## src/rtl/hsv_to_rgb_converter_defines.svh

```systemverilog
// Assertion macros shared by the HSV to RGB converter RTL.
// Depends on nothing; each file that asserts includes this header.
`ifndef HSV_TO_RGB_CONVERTER_DEFINES_SVH
`define HSV_TO_RGB_CONVERTER_DEFINES_SVH
`ifndef ASSERT_OFF
// Clocked assertion that is switched off while reset is asserted.
`define HTR_ASSERT(lbl, clk, rst_n, prop, msg) \
  lbl: assert property (@(posedge clk) disable iff (!rst_n) (prop)) else $error(msg);
// Clocked assertion that is also checked during reset.
`define HTR_ASSERT_ALWAYS(lbl, clk, prop, msg) \
  lbl: assert property (@(posedge clk) (prop)) else $error(msg);
`else
`define HTR_ASSERT(lbl, clk, rst_n, prop, msg)
`define HTR_ASSERT_ALWAYS(lbl, clk, prop, msg)
`endif
`endif

```

## src/rtl/htr_pkg.sv

```systemverilog
// Shared constants and types for the HSV to RGB converter.
// No dependencies; every RTL module imports this package.
package htr_pkg;

  // Field widths.
  localparam int IN_W  = 16;
  localparam int CH_W  = 8;
  localparam int HUE_W = 9;
  localparam int NUM_W = 22;

  // Color-space constants.
  localparam int HUE_CIRCLE = 360;
  localparam int FULL_SCALE = 255;
  localparam int SECTOR_DEG = 60;
  localparam int DENOM      = FULL_SCALE * SECTOR_DEG;

  // Hue wrap: bias the signed hue by a multiple of the circle, then divide
  // by reciprocal multiplication with one correction step.
  localparam int HUE_OFFSET      = ((32768 + HUE_CIRCLE - 1) / HUE_CIRCLE) * HUE_CIRCLE;
  localparam int HUE_RECIP_SHIFT = 24;
  localparam int HUE_RECIP       = (1 << HUE_RECIP_SHIFT) / HUE_CIRCLE;

  // Channel divide by DENOM, same scheme.
  localparam int DIV_RECIP_SHIFT = 32;
  localparam longint DIV_RECIP   = (64'd1 << DIV_RECIP_SHIFT) / DENOM;
  localparam int DIV_RECIP_W     = 19;

  // Pipeline depth from start to result strobe.
  localparam int LATENCY = 7;

  // Hue sectors of 60 degrees.
  typedef enum logic [2:0] {
    SEC_R_TO_Y,
    SEC_Y_TO_G,
    SEC_G_TO_C,
    SEC_C_TO_B,
    SEC_B_TO_M,
    SEC_M_TO_R
  } sector_t;

  // Wrapped hue with clamped saturation and value.
  typedef struct packed {
    logic [HUE_W-1:0] hue;
    logic [CH_W-1:0]  sat;
    logic [CH_W-1:0]  val;
  } hsv_norm_t;

  // Chroma, ramp and offset terms scaled by DENOM.
  typedef struct packed {
    sector_t          sector;
    logic [NUM_W-1:0] chroma;
    logic [NUM_W-1:0] ramp;
    logic [NUM_W-1:0] offset;
  } chroma_terms_t;

endpackage

```

## src/rtl/htr_hue_wrap.sv

```systemverilog
// Two-stage hue wrap modulo 360 and saturation/value clamp.
// Depends on htr_pkg and the converter defines header.
`include "hsv_to_rgb_converter_defines.svh"

module htr_hue_wrap (
  input  logic                             clk,
  input  logic                             rst_n,
  input  logic                             valid_i,
  input  logic signed [htr_pkg::IN_W-1:0]  hue_i,
  input  logic signed [htr_pkg::IN_W-1:0]  sat_i,
  input  logic signed [htr_pkg::IN_W-1:0]  val_i,
  output logic                             valid_o,
  output htr_pkg::hsv_norm_t               pix_o
);
  import htr_pkg::*;

  localparam int Q_W = 8;

  logic                 vld1_r, vld2_r;
  logic [IN_W:0]        hoff_r, hoff_nxt;
  logic [Q_W-1:0]       q_r, q_nxt;
  logic [CH_W-1:0]      sat1_r, sat1_nxt, val1_r, val1_nxt;
  hsv_norm_t            pix_r, pix_nxt;
  logic [IN_W:0]        hsum;
  logic [2*IN_W:0]      hprod;
  logic [IN_W:0]        hrem;

  // Clamp a signed field to 0..255.
  function automatic logic [CH_W-1:0] clamp_byte(input logic signed [IN_W-1:0] v);
    logic [CH_W-1:0] res;
    if (v[IN_W-1]) begin
      res = '0;
    end else if (v[IN_W-2:CH_W] != '0) begin
      res = CH_W'(FULL_SCALE);
    end else begin
      res = v[CH_W-1:0];
    end
    return res;
  endfunction

  // Stage 1: bias hue to non-negative and estimate the quotient by 360.
  // The bias covers the most negative hue, so the sum needs one extra bit.
  always_comb begin
    hsum     = {hue_i[IN_W-1], hue_i} + (IN_W+1)'(HUE_OFFSET);
    hoff_nxt = hsum;
    hprod    = hoff_nxt * IN_W'(HUE_RECIP);
    q_nxt    = hprod[HUE_RECIP_SHIFT +: Q_W];
    sat1_nxt = clamp_byte(sat_i);
    val1_nxt = clamp_byte(val_i);
  end

  // Stage 2: remainder with one correction step.
  always_comb begin
    hrem = hoff_r - (IN_W+1)'(q_r) * (IN_W+1)'(HUE_CIRCLE);
    if (hrem >= (IN_W+1)'(HUE_CIRCLE)) begin
      hrem = hrem - (IN_W+1)'(HUE_CIRCLE);
    end
    pix_nxt.hue = hrem[HUE_W-1:0];
    pix_nxt.sat = sat1_r;
    pix_nxt.val = val1_r;
  end

  // Valid bits.
  always_ff @(posedge clk) begin
    if (!rst_n) begin
      vld1_r <= 1'b0;
      vld2_r <= 1'b0;
    end else begin
      vld1_r <= valid_i;
      vld2_r <= vld1_r;
    end
  end

  // Payload registers.
  always_ff @(posedge clk) begin
    hoff_r <= hoff_nxt;
    q_r    <= q_nxt;
    sat1_r <= sat1_nxt;
    val1_r <= val1_nxt;
    pix_r  <= pix_nxt;
  end

  assign valid_o = vld2_r;
  assign pix_o   = pix_r;

  `HTR_ASSERT(a_hue_wrapped, clk, rst_n, vld1_r |=> (pix_r.hue < HUE_W'(HUE_CIRCLE)), "hue out of range")

endmodule

```

## src/rtl/htr_chroma.sv

```systemverilog
// Two-stage chroma, ramp and offset computation scaled by 255*60.
// Depends on htr_pkg and the converter defines header.
`include "hsv_to_rgb_converter_defines.svh"

module htr_chroma (
  input  logic                  clk,
  input  logic                  rst_n,
  input  logic                  valid_i,
  input  htr_pkg::hsv_norm_t    pix_i,
  output logic                  valid_o,
  output htr_pkg::chroma_terms_t terms_o
);
  import htr_pkg::*;

  localparam int W_W  = 6;
  localparam int VS_W = 2 * CH_W;

  logic              vld1_r, vld2_r;
  sector_t           sec_r, sec_nxt;
  logic [W_W-1:0]    w_r, w_nxt;
  logic [VS_W-1:0]   vs_r, vs_nxt;
  logic [CH_W-1:0]   val_r;
  logic [HUE_W-1:0]  hm, hdist;
  chroma_terms_t     terms_r, terms_nxt;

  // Stage 1: sector, ramp weight 60-|H mod 120 - 60| and V*S.
  always_comb begin
    if (pix_i.hue >= HUE_W'(300)) begin
      sec_nxt = SEC_M_TO_R;
    end else if (pix_i.hue >= HUE_W'(240)) begin
      sec_nxt = SEC_B_TO_M;
    end else if (pix_i.hue >= HUE_W'(180)) begin
      sec_nxt = SEC_C_TO_B;
    end else if (pix_i.hue >= HUE_W'(120)) begin
      sec_nxt = SEC_G_TO_C;
    end else if (pix_i.hue >= HUE_W'(SECTOR_DEG)) begin
      sec_nxt = SEC_Y_TO_G;
    end else begin
      sec_nxt = SEC_R_TO_Y;
    end
    if (pix_i.hue >= HUE_W'(240)) begin
      hm = pix_i.hue - HUE_W'(240);
    end else if (pix_i.hue >= HUE_W'(120)) begin
      hm = pix_i.hue - HUE_W'(120);
    end else begin
      hm = pix_i.hue;
    end
    if (hm >= HUE_W'(SECTOR_DEG)) begin
      hdist = hm - HUE_W'(SECTOR_DEG);
    end else begin
      hdist = HUE_W'(SECTOR_DEG) - hm;
    end
    w_nxt  = W_W'(HUE_W'(SECTOR_DEG) - hdist);
    vs_nxt = pix_i.sat * pix_i.val;
  end

  // Stage 2: scaled chroma, ramp and offset.
  always_comb begin
    terms_nxt.sector = sec_r;
    terms_nxt.chroma = NUM_W'(vs_r) * NUM_W'(SECTOR_DEG);
    terms_nxt.ramp   = NUM_W'(vs_r) * NUM_W'(w_r);
    terms_nxt.offset = NUM_W'(val_r) * NUM_W'(DENOM) - terms_nxt.chroma;
  end

  // Valid bits.
  always_ff @(posedge clk) begin
    if (!rst_n) begin
      vld1_r <= 1'b0;
      vld2_r <= 1'b0;
    end else begin
      vld1_r <= valid_i;
      vld2_r <= vld1_r;
    end
  end

  // Payload registers.
  always_ff @(posedge clk) begin
    sec_r   <= sec_nxt;
    w_r     <= w_nxt;
    vs_r    <= vs_nxt;
    val_r   <= pix_i.val;
    terms_r <= terms_nxt;
  end

  assign valid_o = vld2_r;
  assign terms_o = terms_r;

  `HTR_ASSERT(a_ramp_le_chroma, clk, rst_n, vld2_r |-> (terms_r.ramp <= terms_r.chroma), "ramp above chroma")

endmodule

```

## src/rtl/htr_div_denom.sv

```systemverilog
// Two-stage divide of a scaled channel sum by 255*60.
// Depends on htr_pkg and the converter defines header.
`include "hsv_to_rgb_converter_defines.svh"

module htr_div_denom (
  input  logic                        clk,
  input  logic                        rst_n,
  input  logic                        valid_i,
  input  logic [htr_pkg::NUM_W-1:0]   num_i,
  output logic                        valid_o,
  output logic [htr_pkg::CH_W-1:0]    quot_o
);
  import htr_pkg::*;

  localparam int PROD_W = NUM_W + DIV_RECIP_W;

  logic              vld1_r, vld2_r;
  logic [NUM_W-1:0]  num_r;
  logic [CH_W-1:0]   qest_r, qest_nxt;
  logic [PROD_W-1:0] prod;
  logic [NUM_W-1:0]  rem;
  logic [CH_W-1:0]   quot_r, quot_nxt;

  // Stage 1: quotient estimate, at most one below the true quotient.
  always_comb begin
    prod     = num_i * DIV_RECIP_W'(DIV_RECIP);
    qest_nxt = prod[DIV_RECIP_SHIFT +: CH_W];
  end

  // Stage 2: remainder check and correction.
  always_comb begin
    rem = num_r - NUM_W'(qest_r) * NUM_W'(DENOM);
    if (rem >= NUM_W'(DENOM)) begin
      quot_nxt = qest_r + CH_W'(1);
    end else begin
      quot_nxt = qest_r;
    end
  end

  // Valid bits.
  always_ff @(posedge clk) begin
    if (!rst_n) begin
      vld1_r <= 1'b0;
      vld2_r <= 1'b0;
    end else begin
      vld1_r <= valid_i;
      vld2_r <= vld1_r;
    end
  end

  // Payload registers.
  always_ff @(posedge clk) begin
    num_r  <= num_i;
    qest_r <= qest_nxt;
    quot_r <= quot_nxt;
  end

  assign valid_o = vld2_r;
  assign quot_o  = quot_r;

  `HTR_ASSERT(a_one_correction, clk, rst_n, vld1_r |-> (rem < NUM_W'(2 * DENOM)), "estimate off by two")

endmodule

```

## src/rtl/hsv_to_rgb_converter.sv

```systemverilog
// Top level of the pipelined HSV to RGB pixel converter.
// Depends on htr_pkg, htr_hue_wrap, htr_chroma, htr_div_denom and the defines header.
//
// Usage:
//   A pixel transaction is taken at a rising edge with start high and busy low.
//   busy is always low: the pipeline takes one pixel in every clock cycle.
//   in_hue is any signed angle, wrapped modulo 360; in_saturation and
//   in_brightness are clamped to 0..255.
//   Each result appears on out_red, out_green and out_blue for exactly one
//   cycle with out_valid high. Throughput is one pixel per cycle; the
//   pipeline holds seven register stages: two for the hue wrap (reciprocal
//   multiply, then correction), two for chroma and ramp, one for channel
//   selection and the offset add, and two for the divide by 255*60.
//   The receiver cannot stall; results are not held.
//   Synchronous reset clears all valid bits, so no result is issued for
//   transactions in flight when reset is asserted.
`include "hsv_to_rgb_converter_defines.svh"

module hsv_to_rgb_converter (
  input  logic                             clk,
  input  logic                             rst_n,
  input  logic                             start,
  output logic                             busy,
  input  logic signed [htr_pkg::IN_W-1:0]  in_hue,
  input  logic signed [htr_pkg::IN_W-1:0]  in_saturation,
  input  logic signed [htr_pkg::IN_W-1:0]  in_brightness,
  output logic                             out_valid,
  output logic [htr_pkg::CH_W-1:0]         out_red,
  output logic [htr_pkg::CH_W-1:0]         out_green,
  output logic [htr_pkg::CH_W-1:0]         out_blue
);
  import htr_pkg::*;

  logic             in_accept;
  logic             wrap_vld, chr_vld, sum_vld_r;
  hsv_norm_t        wrap_pix;
  chroma_terms_t    terms;
  logic [NUM_W-1:0] r_term, g_term, b_term;
  logic [NUM_W-1:0] r_sum_r, g_sum_r, b_sum_r;
  logic [NUM_W-1:0] r_sum_nxt, g_sum_nxt, b_sum_nxt;
  logic             r_vld, g_vld, b_vld;

  assign busy      = 1'b0;
  assign in_accept = start && !busy;

  // Hue wrap and clamp.
  htr_hue_wrap u_wrap (
    .clk     (clk),
    .rst_n   (rst_n),
    .valid_i (in_accept),
    .hue_i   (in_hue),
    .sat_i   (in_saturation),
    .val_i   (in_brightness),
    .valid_o (wrap_vld),
    .pix_o   (wrap_pix)
  );

  // Chroma, ramp and offset.
  htr_chroma u_chroma (
    .clk     (clk),
    .rst_n   (rst_n),
    .valid_i (wrap_vld),
    .pix_i   (wrap_pix),
    .valid_o (chr_vld),
    .terms_o (terms)
  );

  // Place chroma and ramp into channels by sector, then add the offset.
  always_comb begin
    case (terms.sector)
      SEC_R_TO_Y: begin
        r_term = terms.chroma; g_term = terms.ramp;   b_term = '0;
      end
      SEC_Y_TO_G: begin
        r_term = terms.ramp;   g_term = terms.chroma; b_term = '0;
      end
      SEC_G_TO_C: begin
        r_term = '0;           g_term = terms.chroma; b_term = terms.ramp;
      end
      SEC_C_TO_B: begin
        r_term = '0;           g_term = terms.ramp;   b_term = terms.chroma;
      end
      SEC_B_TO_M: begin
        r_term = terms.ramp;   g_term = '0;           b_term = terms.chroma;
      end
      default: begin
        r_term = terms.chroma; g_term = '0;           b_term = terms.ramp;
      end
    endcase
    r_sum_nxt = r_term + terms.offset;
    g_sum_nxt = g_term + terms.offset;
    b_sum_nxt = b_term + terms.offset;
  end

  // Selection stage valid bit.
  always_ff @(posedge clk) begin
    if (!rst_n) begin
      sum_vld_r <= 1'b0;
    end else begin
      sum_vld_r <= chr_vld;
    end
  end

  // Selection stage payload.
  always_ff @(posedge clk) begin
    r_sum_r <= r_sum_nxt;
    g_sum_r <= g_sum_nxt;
    b_sum_r <= b_sum_nxt;
  end

  // One divider per channel.
  htr_div_denom u_div_r (
    .clk (clk), .rst_n (rst_n), .valid_i (sum_vld_r), .num_i (r_sum_r),
    .valid_o (r_vld), .quot_o (out_red)
  );

  htr_div_denom u_div_g (
    .clk (clk), .rst_n (rst_n), .valid_i (sum_vld_r), .num_i (g_sum_r),
    .valid_o (g_vld), .quot_o (out_green)
  );

  htr_div_denom u_div_b (
    .clk (clk), .rst_n (rst_n), .valid_i (sum_vld_r), .num_i (b_sum_r),
    .valid_o (b_vld), .quot_o (out_blue)
  );

  assign out_valid = r_vld;

  `HTR_ASSERT(a_latency, clk, rst_n, out_valid |-> $past(in_accept, LATENCY), "result without a start")
  `HTR_ASSERT_ALWAYS(a_lanes_aligned, clk, (r_vld === g_vld) && (g_vld === b_vld), "lanes out of step")

endmodule

```

## config.mk

```make
export PLATFORM = sky130hd
export DESIGN_NAME = hsv_to_rgb_converter
export DESIGN_NICKNAME = d
export VERILOG_FILES = /design/src/rtl/htr_pkg.sv /design/src/rtl/htr_hue_wrap.sv /design/src/rtl/htr_chroma.sv /design/src/rtl/htr_div_denom.sv /design/src/rtl/hsv_to_rgb_converter.sv
export VERILOG_INCLUDE_DIRS = /design/src /design/src/rtl
export SDC_FILE = /design/constraint.sdc
export NUM_CORES = 2
export LEC_CHECK = 0
export BUFFER_PORTS_ARGS = -buffer_cell sky130_fd_sc_hd__buf_2
export CORE_AREA = 2 2 329 331
export CTS_BUF_LIST = sky130_fd_sc_hd__clkbuf_16
export CTS_CLUSTER_DIAMETER = 100
export DETAILED_ROUTE_END_ITERATION = 16
export DIE_AREA = 0 0 331 333
export SYNTH_ARGS = -nofsm -noshare
export SYNTH_HDL_FRONTEND = slang
export SYNTH_SLANG_ARGS = --single-unit
export TNS_END_PERCENT = 30
```

## constraint.sdc

```tcl
create_clock -name clk -period 17.5 [get_ports clk]
set_clock_uncertainty 0.1 [all_clocks]
set_input_delay 3.5 -clock clk [delete_from_list [all_inputs] [get_ports clk]]
set_output_delay 3.5 -clock clk [all_outputs]
set_load 0.02 [all_outputs]
```

==> flow_metrics.env <==
export IMPL_status="finished, final reports clean"
export IMPL_crit_arrival_ns=9.77
export IMPL_antenna_found_initial=0
export IMPL_cp_max_fo=5
export IMPL_drt_total_wl_mm=94.0
export IMPL_area_growth_pct=8.02
export IMPL_critical_path_required_ns=17.89
export IMPL_drtAntennaViolNets=0
export IMPL_cts_root_buffer="clkbuf_16"
export IMPL_htreeDepth=2
export IMPL_hp_class="flop to flop"
export IMPL_finalSetupViolCount=0
export IMPL_cts_clk_slew_worst_paths_ns=0.05
export IMPL_synth_top_area_share_pct=27.1
export IMPL_synth_warnings=0
export IMPL_cp_end_kind="flop"
export IMPL_worstSetupStartpointType="input pin"
export IMPL_layout_drive_gt1_share_pct=4.09
export IMPL_hold_buffers=0
export IMPL_synth_most_common_cell="inv_1"
export IMPL_numCtsBuffers=49
export IMPL_synth_area_per_cell_um2=9.42
export IMPL_synthTopCellsByCount="1,036 x inv_1, 984 x ha_1, 500 x fa_1"
export IMPL_grt_pass1_wl_mm=161
export IMPL_cts_tree="done"
export IMPL_synth_edff_count=0
export IMPL_syn_instance_count=4829
export IMPL_post_place_cells=6283
export IMPL_boundaryPins=77
export IMPL_wire_per_inst_um=14.8
export IMPL_max_freq_mhz=107
export IMPL_synth_area_leaders="ha_1 27%, fa_1 22%, dfxtp_1 15%, inv_1 8.6%, xnor2_1 3.8%"
export IMPL_async_flop_share_pct=0
export IMPL_yosys_area_top_type="ha_1"
export IMPL_drt_iter0_markers=1141
export IMPL_num_rows=120
export IMPL_max_clock_path_buffers=3
export IMPL_ys_seq_area_share_pct=15.2
export IMPL_hold_depth=0
export IMPL_finalCriticalPeriod_ns=9.38
export IMPL_holdPathEnd="u_wrap.pix_o[9]$_DFF_P_"
export IMPL_ys_ff_latch=345
export IMPL_synth_cell_types=92
export IMPL_firstDrtPassIters=5
export IMPL_syn_area_um2=45500
export IMPL_finalSetupTns_ns=0
export IMPL_finalMaxSlewViolations=0
export IMPL_worstReg2RegStart="u_div_r.qest_r[2]$_DFF_P_"
export IMPL_grt_max_degree=23
export IMPL_vias=32065
export IMPL_slew_limit_headroom_pct=26.1
export IMPL_grt_pass1_vias=32733
export IMPL_postCtsSetupRepairBufs=0
export IMPL_die_area_um2=110000
export IMPL_grtUsageTotal_pct=17.7
export IMPL_worst_r2r_path_depth=26
export IMPL_grt_ovfl_total=0
export IMPL_die_h_um=333
export IMPL_io_buffers=75
export IMPL_worstMarginPinSlew_ns=1.10
export IMPL_cts_resized=0
export IMPL_hpwl_mm=80.8
export IMPL_maxCapViolations=0
export IMPL_r2r_end="u_div_r.quot_o[5]$_DFF_P_"
export IMPL_min_period_over_period_pct=53.6
export IMPL_remaining_drc_errors=0
export IMPL_clk_latency_ns=0.62
export IMPL_viasPerCell=5.03
export IMPL_rsz0062_at_grt="no"
export IMPL_hold_violations=0
export IMPL_core_area_um2=107000
export IMPL_min_delay_start="u_wrap.sat1_r[1]$_SDFF_PP0_"
export IMPL_die_w_um=331
export IMPL_layout_nets=6466
export IMPL_r2r_setup_slack_ns=10.13
export IMPL_synth_main_ff_cell="dfxtp_1"
export IMPL_finalNonFillerCells=6372
export IMPL_start_util_pct=42.7
export IMPL_syn_nets=6364
export IMPL_place_gp_congestion=0.859
export IMPL_crit_type="input pin to flop"
export IMPL_cts_sinks=345
export IMPL_n_antenna_cell=0
[sequential cells by signal (all words and copies together) (netlist names), 3 cells and up]
register,cells
b_sum_r,22
u_div_r.num_r,20
u_div_g.qest_r,8
u_div_g.num_r,20
u_wrap.pix_o,25
r_sum_r,22
u_div_b.quot_o,8
u_chroma.vs_r,16
g_sum_r,22
u_div_b.num_r,20
u_div_r.qest_r,8
u_wrap.sat1_r,8
u_wrap.val1_r,8
u_chroma.terms_o,65
u_chroma.val_r,8
u_div_g.quot_o,8
u_div_b.qest_r,8
u_wrap.hoff_r,17
u_div_r.quot_o,8
u_chroma.w_r,6
u_chroma.sec_r,3
u_wrap.q_r,8
[how the worst max path moves through the flow]
stage,startpoint,endpoint,slack [ns]
floorplan,in_hue[5],u_wrap.q_r[7]$_DFF_P_,8.52
global placement,in_hue[5],u_wrap.q_r[6]$_DFF_P_,7.69
detailed placement,in_hue[5],u_wrap.q_r[7]$_DFF_P_,7.61
CTS,in_hue[5],u_wrap.q_r[7]$_DFF_P_,8.25
global route,in_hue[5],u_wrap.q_r[7]$_DFF_P_,7.78
finish,in_hue[5],u_wrap.q_r[7]$_DFF_P_,8.12
[per-stage QoR]
stage	area [um2]	setup WS [ns]	util, %	hold slack, ns
3_3_place_gp	47500	7.69	44.6	0.210
4_1_cts	49100	8.25	46.1	0.225
5_1_grt	49100	7.78	46.1	0.228
6_report	49100	8.12	46.1	0.224
3_5_place_dp	47500	7.61	44.6	0.212
2_1_floorplan	45500	8.52	-	0.210
[kinds of logic after synthesis]
family	after synthesis	share of synthesized area (%)
muxes	17	0.413
DFF	345	15.2
other	1	0.00825
and+or+nand+nor	854	9.38
AOI/OAI and AO/OA	790	11.8
xor gates and xnor gates	270	5.28
buffers and inverters	1068	8.85
adders and majority gates	1484	49.1
[routing by layer]
layer  up-vias  routed length, um  part of all wire (%)  track usage, %
li1      16254                  -                     -               -
met1     15382              45100                    48            23.8
met2       320              44800                    48            30.3
met3       109               2350                   2.5            1.79
met4         0               1820                   1.9            4.32
met5         -                  0                     0               0
[cell type report]
class | instances | area, um2
Fill cell | 10259 | 57500
Inverter | 1037 | 3890
Sequential cell | 345 | 6910
Multi-Input combinational cell | 3416 | 34500
Clock inverter | 39 | 348
Tap cell | 1403 | 1760
Clock buffer | 50 | 1250
Timing Repair Buffer | 82 | 428
[worst max-delay path, stage by stage]
cell and delay [ns]:
buf_2 0.11, inv_1 0.21, ha_1 0.24, inv_1 0.05, a21oi_1 0.24, nor2_1 0.12
xnor2_1 0.68, ha_1 0.47, fa_1 0.54, fa_1 0.52, fa_1 0.44, ha_1 0.29
ha_1 0.30, ha_1 0.31, a21o_1 0.16, a21oi_1 0.17, nand3_1 0.14, a21oi_1 0.39
o31ai_1 0.16, a21oi_1 0.28, or2_2 0.19, a311oi_1 0.11, xnor2_1 0.14
[layout by cell type, fill, tap and decap left out, drive strengths merged, types with 15 or more instances in the layout]
cell	n
a2111oi	18
a211oi	15
a21boi	17
a21o	70
a21oi	206
a22o	57
a31oi	21
and2	113
and3	26
buf	82
clkbuf	50
clkinv	21
dfxtp	345
fa	500
ha	984
inv	1043
nand2	175
nand2b	40
nand3	64
nand4	17
nor2	208
nor2b	37
nor3	81
o211ai	29
o21a	47
o21ai	146
o21bai	27
or2	16
or3	36
xnor2	200
xor2	68
Power is not shown: default switching activity piles up to over one toggle a cycle in this logic, so the estimate is an artifact.
